===== src/rtl/core/n50_length_statistic_core_defines.svh =====
// Assertion macros shared by the N50 length statistic core.
`ifndef N50_LENGTH_STATISTIC_CORE_DEFINES_SVH
`define N50_LENGTH_STATISTIC_CORE_DEFINES_SVH

// Same-cycle implication, checked on every rising edge outside reset.
`define N50LS_ASSERT_IMPL(lbl, ante, cons, msg) \
	lbl: assert property (@(posedge clk) disable iff (!arst_n) (ante) |-> (cons)) \
		else $error(msg);

// Next-cycle implication, checked on every rising edge outside reset.
`define N50LS_ASSERT_NEXT(lbl, ante, cons, msg) \
	lbl: assert property (@(posedge clk) disable iff (!arst_n) (ante) |=> (cons)) \
		else $error(msg);

`endif


===== src/rtl/core/n50ls_pkg.sv =====
// Package with the shared constants of the N50 length statistic core.
`default_nettype none
package n50ls_pkg;
	localparam int unsigned MAX_FRAGMENTS_DEF = 1024;
	localparam int unsigned LENGTH_BITS_DEF   = 32;
	localparam int unsigned LENGTH_W          = 32;
	localparam int unsigned N50_W             = 32;
	localparam int unsigned COUNT_W           = 11;
	localparam int unsigned TOTAL_W           = 42;
	localparam int unsigned QUEUE_DEPTH       = 4;
endpackage
`default_nettype wire


===== src/rtl/core/n50ls_in_if.sv =====
// Fragment input channel interface.
`default_nettype none
interface n50ls_in_if;
	logic                            valid;
	logic                            ready;
	logic [n50ls_pkg::LENGTH_W-1:0]  length;
	logic                            last;

	modport source (output valid, output length, output last, input ready);
	modport sink (input valid, input length, input last, output ready);
endinterface
`default_nettype wire


===== src/rtl/core/n50ls_front.sv =====
// Front end that accepts fragments and marks each as stored or dropped.
`default_nettype none
module n50ls_front #(
	parameter int unsigned MAX_FRAGMENTS = n50ls_pkg::MAX_FRAGMENTS_DEF,
	parameter int unsigned LENGTH_BITS   = n50ls_pkg::LENGTH_BITS_DEF
) (
	input  wire logic                   clk,
	input  wire logic                   arst_n,
	n50ls_in_if.sink                    frag,
	output logic                        q_valid,
	input  wire logic                   q_ready,
	output logic [LENGTH_BITS+1:0]      q_data
);
	import n50ls_pkg::*;

	localparam int unsigned CW = $clog2(MAX_FRAGMENTS + 1);

	logic [CW-1:0]          fcnt_q;
	logic                   v_s1;
	logic [LENGTH_BITS-1:0] len_s1;
	logic                   store_s1;
	logic                   last_s1;
	logic                   take;
	logic                   store_in;

	assign frag.ready = !v_s1 || q_ready;
	assign take       = frag.valid && frag.ready;
	assign store_in   = fcnt_q < CW'(MAX_FRAGMENTS);
	assign q_valid    = v_s1;
	assign q_data     = {store_s1, last_s1, len_s1};

	always_ff @(posedge clk or negedge arst_n) begin
		if (!arst_n) begin
			v_s1     <= 1'b0;
			fcnt_q   <= '0;
			len_s1   <= '0;
			store_s1 <= 1'b0;
			last_s1  <= 1'b0;
		end else begin
			if (take) begin
				v_s1     <= 1'b1;
				len_s1   <= LENGTH_BITS'(frag.length);
				store_s1 <= store_in;
				last_s1  <= frag.last;
				if (frag.last) begin
					fcnt_q <= '0;
				end else if (store_in) begin
					fcnt_q <= fcnt_q + CW'(1);
				end
			end else if (q_ready) begin
				v_s1 <= 1'b0;
			end
		end
	end
endmodule
`default_nettype wire


===== src/flat_wrapper.sv =====
// flat-port wrapper written by rule: the top's interface ports become plain ports
module n50ls_front_flat import n50ls_pkg::*;
#(
	parameter int unsigned MAX_FRAGMENTS = n50ls_pkg::MAX_FRAGMENTS_DEF,
	parameter int unsigned LENGTH_BITS   = n50ls_pkg::LENGTH_BITS_DEF
)
  (clk, arst_n, q_valid, q_ready, q_data, frag_valid, frag_length, frag_last, frag_ready);
  n50ls_in_if frag_i ();
  input  wire logic clk;
  input  wire logic arst_n;
  output logic q_valid;
  input  wire logic q_ready;
  output logic [LENGTH_BITS+1:0] q_data;
  input wire logic [$bits(frag_i.valid)-1:0] frag_valid;
  input wire logic [$bits(frag_i.length)-1:0] frag_length;
  input wire logic [$bits(frag_i.last)-1:0] frag_last;
  output wire logic [$bits(frag_i.ready)-1:0] frag_ready;
  assign frag_i.valid = frag_valid;
  assign frag_i.length = frag_length;
  assign frag_i.last = frag_last;
  assign frag_ready = frag_i.ready;
  n50ls_front #(.MAX_FRAGMENTS(MAX_FRAGMENTS), .LENGTH_BITS(LENGTH_BITS)) u_core (.clk(clk), .arst_n(arst_n), .frag(frag_i), .q_valid(q_valid), .q_ready(q_ready), .q_data(q_data));
endmodule

===== config.mk =====
export PLATFORM = sky130hd
export DESIGN_NAME = n50ls_front_flat
export DESIGN_NICKNAME = d
export VERILOG_FILES = /design/src/rtl/core/n50_length_statistic_core_defines.svh /design/src/rtl/core/n50ls_pkg.sv /design/src/rtl/core/n50ls_in_if.sv /design/src/rtl/core/n50ls_front.sv /design/src/flat_wrapper.sv
export SDC_FILE = /design/constraint.sdc
export NUM_CORES = 1
export LEC_CHECK = 0
export ABC_AREA = 1
export BUFFER_PORTS_ARGS = -buffer_cell sky130_fd_sc_hd__buf_4
export CORE_MARGIN = 2
export CORE_UTILIZATION = 44
export CTS_BUF_LIST = sky130_fd_sc_hd__clkbuf_16
export CTS_CLUSTER_DIAMETER = 80
export DETAILED_ROUTE_END_ITERATION = 8
export PLACE_DENSITY = 0.83
export SLEW_MARGIN = 20
export SYNTH_ARGS = -nofsm -noshare
export SYNTH_HDL_FRONTEND = slang
export SYNTH_SLANG_ARGS = --single-unit

===== constraint.sdc =====
create_clock -name clk -period 1 [get_ports clk]
set_input_delay 0 -clock clk [delete_from_list [all_inputs] [get_ports clk]]
set_output_delay 0 -clock clk [all_outputs]
set_load 0.05 [all_outputs]

==> flow_summary_export.csv, run 1 <==
group,metric,value,unit
outcome,outcome,"complete, but fails checks",
outcome,violations,"negative setup slack",
clock_tree,htree_levels,2,
power_and_ir_drop,peakVddDrop,0.987,mV
power_and_ir_drop,comb_power_share,32.0,%
sta,fin_crit_sh,117,%
grt,grt_pass1_wl,9010,µm
yosys,yosys_warnings,0,
yosys,syn_nets,270,
sta,maxSlewHeadroom,61.7,%
min_path,hold_path_end,"u_core.last_s1",
placed_design,io_buffers,72,
sta,timing.final.hold_violations,0,
setup_path,crit_chain,"nand2_4 -> buf_12 -> nor3_4 -> nand3_1 -> nand2_1 -> nor2_1",
setup_path,crit_fanout,3,
setup_path,startpoint_type,"flip-flop",
yosys,postSynthCellCount,232,
sta,layout_setup_ws,-0.168,ns
route,drtPass1Iterations,4,
floorplanning,ios,73,
clock_tree,cts.sink_count,46,
power_and_ir_drop,p_seq_share,37.5,%
layout,drive_gt1_share,35.1,%
setup_path,cp_num_buf_inv,1,
power_and_ir_drop,p_int,3.92,mW
yosys,synth_cell_types,21,
power_and_ir_drop,p_clk_share,30.5,%
job,cap_violations,0,
route,wl_per_cell,14.1,µm
grt,antenna_found_initial,0,
floorplanning,start_util,45.7,%
setup_path,cp_num_cells,6,
yosys,ys_seq_area_share,57.8,%
route,viasPerCell,4.97,
power_and_ir_drop,p_per_area,1790,nW/µm²
sta,fmax,856,MHz
power_and_ir_drop,switchingPower,2.01,mW
sta,worst-slew-pin-transition,0.574,ns
clock_tree,numCtsBuffers,5,
setup_path,critical-path-top-delay-family,"simple AND/OR/NAND/NOR gates",
floorplanning,die_x,71.3,µm
route,drt_wl_total,5700,µm
clock_tree,clk_latency,0.28,ns
placed_design,dp_slack,-0.174,ns
power_and_ir_drop,power.leakage,1.77,nW
route,drt_iter0_drc,113,
yosys,mappedNetlistArea,1990,µm²
sta,tns,-4.59,ns
clock_tree,clock_path_buffers,2,
sta,rsz0062_at_grt,"yes",
layout,final_nets,391,
floorplanning,coreArea,4350,µm²
sta,post-route-min-period,1.17,ns
floorplanning,rows,24,
power_and_ir_drop,power,5.93,mW
route,ant_nets,0,
placed_design,placed_area,2710,µm²
setup_path,worstPathRequired,1.17,ns
clock_tree,clockRootBuffer,"clkbuf_16",
grt,overflow,0,
floorplanning,die_height,71.3,µm
setup_path,r2r_end,"u_core.fcnt_q[6]",
setup_path,rr_worst_depth,6,
layout,post-route-util,76.1,%
route,drc_errors,0,
floorplanning,dieArea,5080,µm²
setup_path,path_class,"reg2reg",
sta,fin_skew,0.00584,ns
setup_path,regToRegSetupSlack,-0.17,ns
layout,postLayoutCellArea,3310,µm²
route,vias,2013,
layout,syn_to_final_growth,66.3,%
setup_path,r2r-start,"u_core.fcnt_q[3]",
min_path,hold_start,"frag_last",
sta,final-max-slew-violation-count,0,
power_and_ir_drop,switching_share,33.9,%
sta,setup_viol,46,
yosys,synth_top_area_cell,"dfrtp_1",
clock_tree,clk_pin_slew_worst_paths,0.06,ns
setup_path,crit_path_end_kind,"flip-flop",
min_path,hold_class,"in2reg",
grt,grt_usage,22.5,%
yosys,synth_top_area_share,57.8,%
layout,diodes,0,
setup_path,slowest_delay,0.42,ns
setup_path,worstPathArrival,1.34,ns
clock_tree,cts_tree,"done",
yosys,synth_seq_cells,46,
setup_path,crit_slowest_cell,"dfrtp_1",
yosys,synthTopCellsByArea,"dfrtp_1 (58%), nand2_1 (22%), nand3_1 (2.5%)",
grt,first_global_vias,2018,
placed_design,hpwlAfterDp,3270,µm
min_path,worstHoldPathCells,3,
yosys,syn_avg_cell_area,8.59,µm²
placed_design,gp_congestion,0.845,
grt,grt_max_degree,47,
cell usage after synthesis:
library cell  count
nand4_1           4
a21oi_1           4
nand2_1         117
buf_4             5
nor2_1            7
nand3_1          10
nor2_4            2
o21ai_1           4
inv_1             9
ha_1              1
xor2_1            1
inv_2             4
a21boi_1          1
o21ai_0           3
nand2_4           2
nor3_2            1
nand2_2           2
nor2_2            4
dfrtp_1          46
buf_2             3
buf_6             2
timing repair:
item	4_1_cts	5_1_grt
pin swaps	7	3
endpoints found under the hold margin	78	0
gates cloned	1	0
endpoints found under the setup margin	45	46
resized for setup	11	9
hold buffers	33	0
setup buffers	1	1
power groups by stage:
| stage | clock network [mW] | logic [mW] | registers, mW |
|---|---|---|---|
| finish | 1.81 | 1.90 | 2.22 |
| global route | 1.90 | 2.01 | 2.25 |
| CTS | 1.83 | 1.87 | 2.21 |
| detailed placement | 0 | 1.73 | 2.24 |
| global placement | 0 | 1.69 | 2.23 |
| floorplan | 0 | 0.435 | 2.89 |
layout by cell type (no fill, tap or decap), types with 2 or more instances in the layout:
master         instances
a21oi_1                4
buf_12                 4
buf_4                 84
clkbuf_16              5
dfrtp_1               45
dlygate4sd3_1         33
inv_1                  7
inv_2                  6
nand2_1              115
nand2_2                2
nand2_4                2
nand2_8                2
nand3_1                7
nand3_2                3
nand4_1                4
nor2_1                 6
nor2_4                 8
o21ai_0                3
o21ai_1                2
o21ai_2                2
routing by layer:
layer	up-vias	wire [µm]	global-route usage, %
li1	958	-	-
met3	6	292	4.92
met5	-	0	0
met2	66	3050	40.4
met4	0	57	6.08
met1	983	2290	27.4
how the worst max path moves through the flow:
stage	slack, ns	startpoint	to
after floorplan	-0.28	u_core.q_valid	u_core.fcnt_q[6]
after global placement	-0.14	u_core.q_valid	u_core.fcnt_q[2]
after detailed placement	-0.17	u_core.q_valid	u_core.fcnt_q[2]
after CTS	-0.14	u_core.q_valid	u_core.fcnt_q[6]
after global routing	-0.20	u_core.fcnt_q[1]	u_core.fcnt_q[5]
final	-0.17	u_core.fcnt_q[3]	u_core.fcnt_q[6]
flip-flops by register name, summed over array words and instances (netlist names):
register,cells
u_core.q_valid,1
u_core.store_s1,1
u_core.last_s1,1
u_core.len_s1,32
u_core.fcnt_q,11
cells by family after synthesis:
group / count (synthesis) / share of synthesized area [%]
buf+inv: 23 / 6.22
fa+ha+maj: 1 / 0.628
compound gates: 12 / 3.14
flops: 46 / 57.8
xor+xnor: 1 / 0.440
simple gates: 149 / 31.8
layout make-up:
type	instances	area, µm²
fill	271	1040
multi-input combinational	164	820
sequential	46	1150
clock inverter	2	33.8
clock buffer	5	125
timing repair buffer	123	1070
tap	52	65.1
inverter	13	48.8
worst reg2reg max path, stage by stage, from the launching register on:
cell     delay, ns
dfrtp_1       0.42
nand2_4       0.10
buf_12        0.14
nor3_4        0.21
nand3_1       0.09
nand2_1       0.07
nor2_1        0.04
stage by stage:
step	instances	hold slack [ns]
floorplan	232	-0.296
global placement	362	0.0326
detailed placement	362	0.0364
CTS	404	0.0255
global route	405	0.0627
finish	405	0.0465
No activity file was read; power rests on OpenSTA's default activity.
==> run 2, diff against run 1 <==
RECOVER_POWER = 50   (was unset)
==> run 2 against run 1 <==
  * Clock-buffer cell count did not move
  * Sequential power about the same
  * Design area unchanged
  * Utilization did not move
  * Final cell count unchanged
  * The flow still finishes with violations (negative setup slack)
  * Clock skew hardly changed
  * Wire length down 0.26%
  * Clock power about the same
  * Largest power group unchanged
  * Combinational power about the same
  * Critical endpoint unchanged
  * Non-clock buffer count stayed put
  * Die area is the same
  * First-iteration DRC count is 3.5% higher
==> flow_summary_export.csv, run 2 (synthesis gave the netlist of run 1 again) <==
group,metric,value,unit
outcome,outcome,"complete, but fails checks",
outcome,violations,"negative setup slack",
clock_tree,htree_levels,2,
sta,layout_setup_ws,-0.169,ns
layout,diodes,0,
layout,syn_to_final_growth,66.3,%
power_and_ir_drop,p_seq_share,37.5,%
clock_tree,cts.sink_count,46,
layout,final_nets,391,
placed_design,gp_congestion,0.845,
power_and_ir_drop,switching_share,33.9,%
layout,largest_register_ffs,32,
placed_design,dp_slack,-0.174,ns
power_and_ir_drop,peakVddDrop,0.988,mV
layout,postLayoutCellArea,3310,µm²
route,ant_nets,0,
setup_path,startpoint_type,"flip-flop",
job,cap_violations,0,
power_and_ir_drop,power,5.93,mW
sta,rsz0062_at_grt,"yes",
route,drt_wl_total,5680,µm
setup_path,rr_worst_depth,6,
setup_path,crit_fanout,3,
setup_path,worstPathArrival,1.34,ns
sta,fin_crit_sh,117,%
layout,final_common_cell,"nand2_1",
power_and_ir_drop,p_int,3.92,mW
placed_design,placed_area,2710,µm²
layout,drive_gt1_share,35.1,%
grt,overflow,0,
placed_design,io_buffers,72,
sta,timing.final.hold_violations,0,
layout,top_register,"u_core.len_s1",
sta,setup_viol,46,
grt,grt_usage,22.5,%
route,drt_iter0_drc,117,
power_and_ir_drop,p_clk_share,30.5,%
sta,maxSlewHeadroom,58.9,%
layout,n_fill_cell,271,
sta,fin_skew,0.00585,ns
floorplanning,ios,73,
floorplanning,die_x,71.3,µm
min_path,worstHoldPathCells,3,
setup_path,worstPathRequired,1.17,ns
grt,first_global_vias,2018,
power_and_ir_drop,power.leakage,1.77,nW
clock_tree,clk_pin_slew_worst_paths,0.06,ns
power_and_ir_drop,comb_power_share,32.0,%
setup_path,crit_path_end_kind,"flip-flop",
floorplanning,start_util,45.7,%
sta,final-max-slew-violation-count,0,
layout,reg.largest.list,"u_core.len_s1: 32 flops, u_core.fcnt_q: 11 flops",
clock_tree,clockRootBuffer,"clkbuf_16",
clock_tree,clock_path_buffers,2,
floorplanning,coreArea,4350,µm²
floorplanning,die_height,71.3,µm
setup_path,path_class,"reg2reg",
grt,grt_max_degree,47,
clock_tree,cts_tree,"done",
route,wl_per_cell,14.0,µm
route,drtPass1Iterations,5,
grt,antenna_found_initial,0,
route,vias,1999,
layout,final_cell_mix,"nand2_1 (115), buf_4 (83), dfrtp_1 (45)",
power_and_ir_drop,p_per_area,1790,nW/µm²
sta,worst-slew-pin-transition,0.616,ns
power_and_ir_drop,switchingPower,2.01,mW
floorplanning,dieArea,5080,µm²
grt,grt_pass1_wl,9010,µm
clock_tree,numCtsBuffers,5,
clock_tree,clk_latency,0.28,ns
route,viasPerCell,4.94,
placed_design,hpwlAfterDp,3270,µm
route,drc_errors,0,
sta,post-route-min-period,1.17,ns
sta,fmax,855,MHz
min_path,hold_class,"in2reg",
floorplanning,rows,24,
## run 2: cell count changes in the layout (fill, tap and decap cells not counted), sizes merged
cell    change
buf         -1
clkbuf      +1
## run 2: area by class of cell
type / count / area [µm²] / share of cell area, %
Tap cell: 52 / 65.1 / 1.96
Clock buffer: 5 / 125 / 3.78
Multi-Input combinational cell: 164 / 820 / 24.7
Sequential cell: 46 / 1150 / 34.8
Inverter: 13 / 48.8 / 1.47
Timing Repair Buffer: 123 / 1070 / 32.2
Clock inverter: 2 / 33.8 / 1.02
## run 2: what timing repair did
| item | CTS | global route |
|---|---|---|
| endpoints found under the hold margin | 78 | 0 |
| setup buffers | 1 | 1 |
| endpoints found under the setup margin | 45 | 46 |
| gates cloned | 1 | 0 |
| hold buffers | 33 | 0 |
| pin swaps | 7 | 3 |
| resized for setup | 11 | 9 |
## run 2: critical path, cell delays in order, from the launching register on
cell and delay, ns:
dfrtp_1 0.42, nand2_4 0.09, buf_12 0.14, nor3_4 0.21, nand3_1 0.09, nand2_1 0.07, nor2_1 0.04
## run 2: final timing paths
check / start / end / slack, ns
worst max-delay path: u_core.fcnt_q[3] / u_core.fcnt_q[6] / -0.17
max in group asynchronous: arst_n / u_core.q_valid / 0.24
worst max register to register: u_core.fcnt_q[3] / u_core.fcnt_q[6] / -0.17
min in group asynchronous: arst_n / u_core.len_s1[3] / 0.32
worst min register to register: u_core.len_s1[9] / u_core.len_s1[9] / 0.47
worst min-delay path: frag_last / u_core.last_s1 / 0.05
## run 2: per-layer routing
| layer | wire length, µm | track usage, % | part of all wire [%] |
|---|---|---|---|
| met1 | 2260 | 27.4 | 40 |
| met5 | 0 | 0 | 0 |
| met2 | 3060 | 40.4 | 54 |
| met4 | 57 | 6.08 | 1.0 |
| met3 | 310 | 4.92 | 5.5 |
## run 2: power by group through the flow
stage                     Clock (mW)  Sequential (mW)  Combinational [mW]
after global routing            1.90             2.25                2.01
final                           1.81             2.22                1.90
after floorplan                    0             2.89               0.435
after global placement             0             2.23                1.69
after CTS                       1.83             2.21                1.87
after detailed placement           0             2.24                1.73
## run 2: per-stage QoR
step	TNS (ns)	hold slack (ns)	cells	util (%)
3_3_place_gp	-1.99	0.0326	362	62.2
3_5_place_dp	-3.43	0.0364	362	62.2
4_1_cts	-3.50	0.0255	404	74.6
6_report	-4.58	0.0467	405	76.1
2_1_floorplan	-11.87	-0.296	232	-
5_1_grt	-7.28	0.0627	405	76.1
