==> src/rtl/core/n50_length_statistic_core_defines.svh <==
// Assertion macros shared by the N50 length statistic core.
`ifndef N50_LENGTH_STATISTIC_CORE_DEFINES_SVH
`define N50_LENGTH_STATISTIC_CORE_DEFINES_SVH

// Same-cycle implication, checked on every rising edge outside reset.
`define N50LS_ASSERT_IMPL(lbl, ante, cons, msg) \
	lbl: assert property (@(posedge clk) disable iff (!arst_n) (ante) |-> (cons)) \
		else $error(msg);

// Next-cycle implication, checked on every rising edge outside reset.
`define N50LS_ASSERT_NEXT(lbl, ante, cons, msg) \
	lbl: assert property (@(posedge clk) disable iff (!arst_n) (ante) |=> (cons)) \
		else $error(msg);

`endif

==> src/rtl/core/n50ls_pkg.sv <==
// Package with the shared constants of the N50 length statistic core.
`default_nettype none
package n50ls_pkg;
	localparam int unsigned MAX_FRAGMENTS_DEF = 1024;
	localparam int unsigned LENGTH_BITS_DEF   = 32;
	localparam int unsigned LENGTH_W          = 32;
	localparam int unsigned N50_W             = 32;
	localparam int unsigned COUNT_W           = 11;
	localparam int unsigned TOTAL_W           = 42;
	localparam int unsigned QUEUE_DEPTH       = 4;
endpackage
`default_nettype wire

==> src/rtl/core/n50ls_fifo.sv <==
// Short queue between the front end and the back end.
`default_nettype none
module n50ls_fifo #(
	parameter int unsigned W     = 34,
	parameter int unsigned DEPTH = n50ls_pkg::QUEUE_DEPTH
) (
	input  wire logic          clk,
	input  wire logic          arst_n,
	input  wire logic          push_valid,
	output logic               push_ready,
	input  wire logic [W-1:0]  push_data,
	output logic               pop_valid,
	input  wire logic          pop_ready,
	output logic [W-1:0]       pop_data
);
	import n50ls_pkg::*;

	localparam int unsigned AW = (DEPTH > 1) ? $clog2(DEPTH) : 1;
	localparam int unsigned CW = $clog2(DEPTH + 1);

	logic [W-1:0]  entry_q [DEPTH];
	logic [AW-1:0] wptr_q;
	logic [AW-1:0] rptr_q;
	logic [CW-1:0] cnt_q;
	logic          push;
	logic          pop;

	assign push_ready = cnt_q < CW'(DEPTH);
	assign pop_valid  = cnt_q != '0;
	assign pop_data   = entry_q[rptr_q];
	assign push       = push_valid && push_ready;
	assign pop        = pop_valid && pop_ready;

	always_ff @(posedge clk or negedge arst_n) begin
		if (!arst_n) begin
			wptr_q <= '0;
			rptr_q <= '0;
			cnt_q  <= '0;
		end else begin
			if (push) begin
				wptr_q <= (wptr_q == AW'(DEPTH - 1)) ? '0 : wptr_q + AW'(1);
			end
			if (pop) begin
				rptr_q <= (rptr_q == AW'(DEPTH - 1)) ? '0 : rptr_q + AW'(1);
			end
			if (push && !pop) begin
				cnt_q <= cnt_q + CW'(1);
			end else if (pop && !push) begin
				cnt_q <= cnt_q - CW'(1);
			end
		end
	end

	always_ff @(posedge clk) begin
		if (push) begin
			entry_q[wptr_q] <= push_data;
		end
	end
endmodule
`default_nettype wire

==> config.mk <==
export PLATFORM = sky130hd
export DESIGN_NAME = n50ls_fifo
export DESIGN_NICKNAME = d
export VERILOG_FILES = /design/src/rtl/core/n50_length_statistic_core_defines.svh /design/src/rtl/core/n50ls_pkg.sv /design/src/rtl/core/n50ls_fifo.sv
export SDC_FILE = /design/constraint.sdc
export NUM_CORES = 1
export LEC_CHECK = 0
export BUFFER_PORTS_ARGS = -buffer_cell sky130_fd_sc_hd__buf_4
export CAP_MARGIN = 20
export CORE_ASPECT_RATIO = 1.1
export CORE_MARGIN = 8
export CORE_UTILIZATION = 40
export CTS_CLUSTER_SIZE = 24
export DETAILED_ROUTE_END_ITERATION = 7
export GPL_TIMING_DRIVEN = 0
export PLACE_DENSITY = 0.67
export SLEW_MARGIN = 40
export SYNTH_ARGS = -nofsm -noshare
export SYNTH_HDL_FRONTEND = slang
export SYNTH_SLANG_ARGS = --single-unit
==> constraint.sdc <==
create_clock -name clk -period 2.7 [get_ports clk]
set_input_delay 0.27 -clock clk [delete_from_list [all_inputs] [get_ports clk]]
set_output_delay 0.27 -clock clk [all_outputs]
set_load 0.02 [all_outputs]
==> results by group, run 1 <==
Worst setup path
  • Crit Path Max Fanout: 10
  • Arrival @ worst endpoint: 1.83 ns
  • WP data required: 2.43 ns
  • CP endpoint kind: output pin
  • Reg2reg end: cnt_q[2]
  • FF-to-FF setup slack: 0.64 ns
  • CP Launch Type: flip-flop
  • WS Path Type: reg2out
  • Cell breakdown of the critical path: buf_6, buf_12, mux4_2, buf_4
  • Slowest stage cell, crit path: mux4_2
  • FF-to-FF path depth: 8
  • Reg2Reg Launch Point: cnt_q[0]
  • Slowest stage delay, CP: 0.52 ns

Route
  • Detailed Routing Iterations Pass 1: 4
  • Drt wl/cell: 19.56 um
  • DRC Markers: 0
  • Via count: 2456
  • Detailed Route WL: 9525 um
  • Post-route ant nets: 0
  • Initial DRC Count: 122
  • Vias per inst: 5.043

Layout
  • Antenna Cells: 0
  • Area growth syn-to-layout: 26.60%
  • Final #Nets: 359
  • Layout cells sized above 1: 0.4571
  • Design area: 6824 um^2
  • # fillers: 1065

Yosys
  • Yosys cell types: 21
  • Synth Warn #: 0
  • Seq/Total Area, Yosys: 0.7902
  • Post-Synthesis Cells: 217
  • Post-Syn Area per Cell: 24.84 um^2
  • Syn_nets: 262
  • Post-synthesis sequential element count: 143
  • Synthesized area: 5390 um^2

Pwr
  • Worst VDD drop: 565.7 uV
  • Static Leak: 2.398 nW
  • Total power: 0.007628 W
  • Power Dens Cells: 1118 nW/um^2

Timing
  • Fin Clk Skew: 0.008917 ns
  • Tcrit/Tclk final: 0.7778
  • Slew margin rel.: 0.7534
  • Final setup viols: 0
  • RSZ-0062 raised after global routing: no
  • Final hold vios: 0
  • Slew Limit Fails: 0
  • Min cycle time layout: 2.100 ns
  • Slew of the pin with the lowest slew margin: 0.3700 ns
  • FMAX: 476.2 MHz

Global route
  • Grt ovf: 0
  • Vias in the first global route: 2810
  • Initial antenna violation count: 0
  • Overall routing resource usage: 0.1189
  • First-pass GRT wire length: 15110 um
  • Largest net degree at the start of global routing: 25

Placement
  • Hpwl dp: 6050 um
  • Port-buffer cells: 73
  • Dpl cell area: 6237 um^2
  • GPL Wtd Cong: 0.6627

Die
  • DIE WIDTH: 126.7 um
  • Die Area: 17450 um^2
  • IO Count: 74
  • Core footprint: 13210 um^2
  • Initial Utilization: 0.4080
  • Die height: 137.8 um
  • Num rows: 44

Hold path
  • Tightest Hold Check Type: in2reg
  • Hold Crit Depth: 1
  • Hold Crit Endpoint: entry_q[2][23]
  • Min-delay src: push_data[23]

CTS
  • Clock sink total: 143
  • Htree depth: 4
  • CTS tree: built
  • CTS Hold Bufs: 1
  • Worst skew pair latency: 0.40 ns
  • CTS resizes: 0
  • CTS buffer count: 17
  • Postcts setup bufs: 0
  • Bufs on Longest Clock Path: 2
  • Clock Pin Slew Worst Setup and Hold Paths: 0.06 ns
  • CTS root buf: clkbuf_16

Flow run
  • Max-cap violation count: 0

Status
  • Status: finished, final reports clean
through the flow:
| stage | util | hold slack, ns | TNS (ns) | setup slack (ns) | std cells |
|---|---|---|---|---|---|
| 2_1_floorplan | - | -0.02559 | 0 | 0.7123 | 217 |
| 3_3_place_gp | 0.4647 | 0.08778 | -4.784 | -0.07233 | 451 |
| 3_5_place_dp | 0.4721 | 0.09449 | 0 | 0.6422 | 455 |
| 4_1_cts | 0.5165 | 0.04058 | 0 | 0.5429 | 487 |
| 5_1_grt | 0.5165 | 0.04207 | 0 | 0.5051 | 487 |
| 6_report | 0.5165 | 0.06129 | 0 | 0.5999 | 487 |
state kept, by name, summed over array words and instances (netlist names):
name	cells
rptr_q	2
cnt_q	3
wptr_q	2
entry_q	136
layout by cell type, fill, tap and decap left out, types with 2 or more instances in the layout:
| cell type | n |
|---|---|
| and2_4 | 4 |
| buf_12 | 6 |
| buf_2 | 4 |
| buf_4 | 73 |
| bufinv_16 | 3 |
| clkbuf_1 | 2 |
| clkbuf_16 | 17 |
| clkinv_1 | 3 |
| clkinv_2 | 3 |
| clkinvlp_4 | 3 |
| dfrtp_1 | 7 |
| edfxtp_1 | 136 |
| ha_1 | 6 |
| inv_1 | 4 |
| mux2_2 | 3 |
| mux4_1 | 6 |
| mux4_2 | 28 |
| nand2_1 | 2 |
| nor2_1 | 3 |
| o21ai_0 | 2 |
| xnor2_1 | 2 |
where the power goes:
| group | switching, W | leakage [nW] | internal (W) |
|---|---|---|---|
| combinational | 0.00128 | 0.805 | 0.00121 |
| clock | 0.000831 | 0.274 | 0.00143 |
| sequential | 0.0000885 | 1.32 | 0.00278 |
| total | 0.00220 | 2.40 | 0.00543 |
cell families after synthesis:
| kind of cell | Yosys count | synth area share |
|---|---|---|
| buffers and inverters | 13 | 0.02043 |
| adders and majority gates | 7 | 0.01764 |
| AOI/OAI and AO/OA | 2 | 0.001857 |
| xor gates and xnor gates | 3 | 0.004876 |
| and+or+nand+nor | 12 | 0.01254 |
| muxes | 37 | 0.1525 |
| DFF | 143 | 0.7902 |
how the worst max path moves through the flow:
stage                   start        endpoint  slack, ns  cells after the start
floorplan            cnt_q[0]        cnt_q[2]       0.71                      8
global placement     cnt_q[2]  entry_q[1][13]      -0.07                      3
detailed placement   cnt_q[0]        cnt_q[2]       0.64                      8
CTS                 rptr_q[0]    pop_data[24]       0.54                      4
global route        rptr_q[1]    pop_data[11]       0.51                      4
finish              rptr_q[0]    pop_data[24]       0.60                      4
layer usage:
metal / wire (um) / GRT usage / part of all wire / vias to the layer above
met3: 591 / 0.04607 / 0.062 / 10
li1: - / - / - / 1105
met4: 127 / 0.05159 / 0.013 / 0
met5: 0 / 0 / 0 / -
met1: 3860 / 0.1313 / 0.41 / 1276
met2: 4946 / 0.2024 / 0.52 / 65
cell usage after synthesis, drive strengths merged:
cell type | count | share of area
nor2b | 1 | 0.0012
inv | 4 | 0.0028
clkbuf | 1 | 0.00070
o21ai | 2 | 0.0019
fa | 1 | 0.0037
nand2 | 3 | 0.0026
mux4 | 34 | 0.15
nor2 | 3 | 0.0021
ha | 6 | 0.014
edfxtp | 136 | 0.76
or3 | 1 | 0.0021
dfrtp | 7 | 0.032
buf | 8 | 0.017
and2 | 4 | 0.0046
xnor2 | 2 | 0.0033
mux2 | 3 | 0.0063
xor2 | 1 | 0.0016
area by class of cell:
type	count	area [um^2]	share of cell area
well taps	161	201.4	0.02952
multi-input cells	61	1031	0.1511
clock buffers	18	429.2	0.06289
clock inverters	13	147.6	0.02164
inverters	4	15.01	0.002200
plain buffers	9	95.09	0.01393
flip-flops and latches	143	4259	0.6241
repair buffers	78	645.6	0.09461
worst max-delay path, delay by kind of cell, from the launching register on:
| family | cells | cell delay (ns) |
|---|---|---|
| buf+inv | 3 | 0.54 |
| mux | 1 | 0.52 |
| flops | 1 | 0.36 |
Power figures use the tool's default switching activity.
==> run 2: changes to the inputs <==
--- a/config.mk
+++ b/config.mk
@@ -13,7 +13,7 @@
 export CTS_CLUSTER_SIZE = 24
 export DETAILED_ROUTE_END_ITERATION = 7
 export GPL_TIMING_DRIVEN = 0
-export PLACE_DENSITY = 0.67
+export PLACE_DENSITY = 0.69
 export SLEW_MARGIN = 40
 export SYNTH_ARGS = -nofsm -noshare
 export SYNTH_HDL_FRONTEND = slang
==> constraint.sdc (replaced) <==
create_clock -name clk -period 1.8 [get_ports clk]
set_input_delay 0.18 -clock clk [delete_from_list [all_inputs] [get_ports clk]]
set_output_delay 0.18 -clock clk [all_outputs]
set_load 0.02 [all_outputs]
==> results by group, run 2 (synthesis gave the netlist of run 1 again) <==
Status
  • Status: finished with violations
  • Failing checks: negative setup slack

Hold path
  • Tightest Hold Check Type: in2async

Global route
  • Grt ovf: 0
  • First-pass GRT wire length: 15300 um
  • Largest net degree at the start of global routing: 35
  • Initial antenna violation count: 0
  • Overall routing resource usage: 0.1198
  • Vias in the first global route: 2809

Route
  • DRC Markers: 0
  • Post-route ant nets: 0
  • Via count: 2548
  • Initial DRC Count: 147
  • Detailed Route WL: 9802 um
  • Drt wl/cell: 18.56 um
  • Detailed Routing Iterations Pass 1: 4
  • Vias per inst: 4.826

Die
  • Num rows: 44
  • DIE WIDTH: 126.7 um
  • IO Count: 74
  • Initial Utilization: 0.4080
  • Core footprint: 13210 um^2
  • Die Area: 17450 um^2
  • Die height: 137.8 um

CTS
  • Bufs on Longest Clock Path: 2
  • Clock sink total: 143
  • Htree depth: 4
  • Worst skew pair latency: 0.40 ns
  • CTS root buf: clkbuf_16
  • CTS tree: built
  • CTS buffer count: 17
  • Clock Pin Slew Worst Setup and Hold Paths: 0.06 ns

Layout
  • Final #Nets: 399
  • Register area: 4259 um^2
  • Area growth syn-to-layout: 36.23%
  • Multi-input gate area: 1045 um^2
  • Leading registers by flop count: entry_q (136), cnt_q (3)
  • Biggest register: entry_q
  • Final Util: 0.5558
  • Design area: 7343 um^2
  • Leading cell type in the layout, fill and taps excluded: edfxtp_1
  • Commonest non-fill, non-tap cells in the layout: edfxtp_1 (136), buf_4 (50), dlygate4sd3_1 (35)
  • # fillers: 1008
  • Largest register FFs: 136
  • Layout cells sized above 1: 0.4469
  • Antenna Cells: 0

Placement
  • Port-buffer cells: 73
  • Dpl cell area: 6171 um^2
  • GPL Wtd Cong: 0.6830
  • Hpwl dp: 5653 um

Timing
  • Hold Slack: 0.1202 ns
  • Slew Limit Fails: 0
  • Worst Slack Setup Final: -0.1676 ns
  • FMAX: 508.2 MHz
  • RSZ-0062 raised after global routing: yes
  • Final hold vios: 0
  • Fin Clk Skew: 0.005242 ns
  • Final setup viols: 36
  • Final setup TNS: -4.500 ns
  • Tcrit/Tclk final: 1.093
  • Slew margin rel.: 0.6346
  • Slew of the pin with the lowest slew margin: 0.5481 ns
  • Min cycle time layout: 1.968 ns

Worst setup path
  • Crit Path Max Fanout: 10
  • CP endpoint kind: output pin
  • WP data required: 1.62 ns
  • WS Path Type: reg2out
  • Arrival @ worst endpoint: 1.79 ns
  • CP Launch Type: flip-flop

Pwr
  • Total power: 0.01225 W
  • Power Dens Cells: 1668 nW/um^2
  • Static Leak: 2.601 nW
  • Worst VDD drop: 885.7 uV

Flow run
  • Max-cap violation count: 0
==> run 2: cell types whose count changed in the layout (fill, tap and decap cells not counted), sizes merged <==
cell	before	now
clkinvlp	3	4
bufinv	3	4
buf	85	91
and2	4	5
clkinv	7	4
dlygate4sd3	1	35
clkbuf	19	20
==> run 2: worst max-delay path, stage by stage, from the launching register on <==
cell,delay [ns]
dfrtp_1,0.38
buf_12,0.15
buf_12,0.15
mux4_2,0.54
buf_6,0.15
==> run 2: area by class of cell <==
cell class                      instances  share of cell area
Buffer                                  9             0.01585
Clock buffer                           20             0.05947
Clock inverter                         12             0.02283
Inverter                                4            0.002045
Multi-Input combinational cell         62              0.1423
Sequential cell                       143              0.5800
Tap cell                              161             0.02743
Timing Repair Buffer                  117              0.1501
==> run 2: repair_timing <==
| action | in CTS | in global routing |
|---|---|---|
| pin swaps | 5 | 2 |
| cloned | 0 | 1 |
| endpoints found under the setup margin | 172 | 68 |
| hold endpoints to repair | 143 | 0 |
| resized for setup | 43 | 5 |
| hold buffers | 35 | 0 |
| setup buffers | 6 | 3 |
==> run 2: report_power, final <==
group	internal [W]	switching [W]	leakage, nW
logic	0.00231	0.00207	1.00
clock network	0.00230	0.00124	0.281
registers	0.00418	0.000139	1.32
==> run 2: final timing paths <==
kind | from | endpoint | slack (ns) | cells after the start
min in group clk | pop_ready | cnt_q[0] | 0.22 | 4
max in group asynchronous | arst_n | rptr_q[0] | 1.56 | 2
worst max register to register | cnt_q[0] | cnt_q[2] | -0.06 | 8
worst min register to register | cnt_q[2] | cnt_q[2] | 0.58 | 2
worst max-delay path | rptr_q[0] | pop_data[10] | -0.17 | 4
worst min-delay path | arst_n | cnt_q[2] | 0.12 | 2
==> run 2: per-stage QoR <==
stage | cells | setup slack, ns
final | 528 | -0.1676
after global routing | 528 | -0.2503
after CTS | 524 | -0.2064
after detailed placement | 451 | -0.1677
after global placement | 451 | -0.3315
after floorplan | 217 | -0.1122
==> run 2: metal layers <==
metal | wire, um | vias to the layer above | track usage | share of wire
met2 | 4910 | 57 | 0.1961 | 0.50
met3 | 451 | 9 | 0.04413 | 0.046
met5 | 0 | - | 0 | 0
met1 | 4330 | 1302 | 0.1427 | 0.44
li1 | - | 1180 | - | -
met4 | 110 | 0 | 0.04563 | 0.011
==> run 3: changes to the inputs <==
--- a/config.mk
+++ b/config.mk
@@ -12,7 +12,6 @@
 export CORE_UTILIZATION = 40
 export CTS_CLUSTER_SIZE = 24
 export DETAILED_ROUTE_END_ITERATION = 7
-export GPL_TIMING_DRIVEN = 0
 export PLACE_DENSITY = 0.69
 export SLEW_MARGIN = 40
 export SYNTH_ARGS = -nofsm -noshare
==> results by group, run 3 (synthesis gave the netlist of run 1 again) <==
CTS
  • Htree depth: 4
  • Bufs on Longest Clock Path: 2
  • Worst skew pair latency: 0.41 ns
  • CTS root buf: clkbuf_16
  • CTS tree: built
  • Clock sink total: 143
  • CTS buffer count: 17
  • Clock Pin Slew Worst Setup and Hold Paths: 0.06 ns

Route
  • DRC Markers: 0
  • Detailed Route WL: 10490 um
  • Via count: 2648
  • Initial DRC Count: 179
  • Drt wl/cell: 19.32 um
  • Vias per inst: 4.877
  • Post-route ant nets: 0
  • Detailed Routing Iterations Pass 1: 4

Global route
  • Vias in the first global route: 3095
  • Initial antenna violation count: 0
  • Largest net degree at the start of global routing: 24
  • Overall routing resource usage: 0.1291
  • First-pass GRT wire length: 16470 um
  • Grt ovf: 0

Pwr
  • Power Dens Cells: 1699 nW/um^2
  • Worst VDD drop: 824.8 uV
  • Static Leak: 2.746 nW

Layout
  • Final Util: 0.5769
  • Multi-input gate area: 1027 um^2
  • Biggest register: entry_q
  • Commonest non-fill, non-tap cells in the layout: edfxtp_1 (136), buf_4 (59), buf_6 (37)
  • Largest register FFs: 136
  • Register area: 4262 um^2
  • # fillers: 1007
  • Antenna Cells: 0
  • Layout cells sized above 1: 0.4817
  • Leading registers by flop count: entry_q (136), cnt_q (3)
  • Non-filler cells, final: 543
  • Leading cell type in the layout, fill and taps excluded: edfxtp_1
  • Area growth syn-to-layout: 41.41%
  • Final #Nets: 414

Placement
  • Placed cell count: 462
  • GPL Wtd Cong: 0.6663
  • Port-buffer cells: 73
  • Hpwl dp: 6422 um

Die
  • Num rows: 44
  • Die height: 137.8 um
  • Core footprint: 13210 um^2
  • DIE WIDTH: 126.7 um
  • Die Area: 17450 um^2
  • Initial Utilization: 0.4080
  • IO Count: 74

Worst setup path
  • WS Path Type: reg2out
  • CP endpoint kind: output pin
  • CP Launch Type: flip-flop
  • WP data required: 1.62 ns
  • Crit Path Max Fanout: 6
  • Arrival @ worst endpoint: 1.81 ns

Timing
  • Worst Slack Setup Final: -0.1857 ns
  • Slew of the pin with the lowest slew margin: 0.2842 ns
  • Final setup viols: 36
  • RSZ-0062 raised after global routing: yes
  • FMAX: 503.6 MHz
  • Min cycle time layout: 1.986 ns
  • Final setup TNS: -4.339 ns
  • Tcrit/Tclk final: 1.103
  • Fin Clk Skew: 0.006324 ns
  • Slew Limit Fails: 0
  • Slew margin rel.: 0.8101
  • Hold Slack: 0.1197 ns
  • Final hold vios: 0

Flow run
  • Max-cap violation count: 0

Status
  • Status: finished with violations
  • Failing checks: negative setup slack

Hold path
  • Tightest Hold Check Type: in2async
run 3: changes by cell type in the layout (fill, tap and decap cells not counted), sizes merged:
cell	previous run	this run
bufinv	4	6
clkinvlp	4	0
clkbuf	20	22
and2	5	4
buf	91	107
run 3: area by class of cell:
cell class | instances | share of cell area
clock buffer | 22 | 0.06090
clock inverter | 10 | 0.02725
inverter | 4 | 0.001970
multi-input combinational | 61 | 0.1348
sequential | 143 | 0.5591
tap | 161 | 0.02643
timing repair buffer | 142 | 0.1896
run 3: metal layers:
layer  track usage  part of all wire  up-vias
met2        0.2244              0.52       56
met1        0.1451              0.42     1372
li1              -                 -     1211
met3       0.04955             0.048        9
met4       0.03968            0.0096        0
met5             0                 0        -
run 3: power breakdown:
group	switching, W	leakage, nW	internal (W)
Clock	0.00124	0.328	0.00267
Sequential	0.000153	1.32	0.00418
Combinational	0.00217	1.10	0.00254
Total	0.00356	2.75	0.00939
run 3: worst paths after layout:
| kind | from | to | slack, ns | cells after the start |
|---|---|---|---|---|
| hold reg to reg | wptr_q[0] | wptr_q[0] | 0.64 | 3 |
| max in group asynchronous | arst_n | rptr_q[1] | 1.54 | 2 |
| min in group clk | pop_ready | cnt_q[0] | 0.19 | 4 |
| setup reg to reg | cnt_q[1] | cnt_q[2] | -0.02 | 8 |
| hold / removal | arst_n | cnt_q[0] | 0.12 | 2 |
| setup / recovery | rptr_q[0] | pop_data[27] | -0.19 | 4 |
run 3: worst max-delay path, cell delays in order, from the launching register on:
cell and delay, ns:
dfrtp_2 0.44, buf_4 0.15, buf_12 0.12, mux4_2 0.53
buf_6 0.15
run 3: through the flow:
step,cell area (um^2),worst slack (ns),total power [W]
final,7622,-0.1857,0.01295
after global placement,6336,-0.04718,0.008256
after global routing,7622,-0.2528,0.01354
after CTS,7697,-0.2293,0.01334
after detailed placement,6336,-0.1518,0.008345
after floorplan,5416,-0.1122,0.006815
run 3: repair_timing:
item	4_1_cts	5_1_grt
gates cloned	4	0
buffers inserted	14	1
setup endpoints to repair	36	36
pin swaps	4	1
resized for setup	48	1
hold endpoints to repair	143	0
hold buffers	35	0
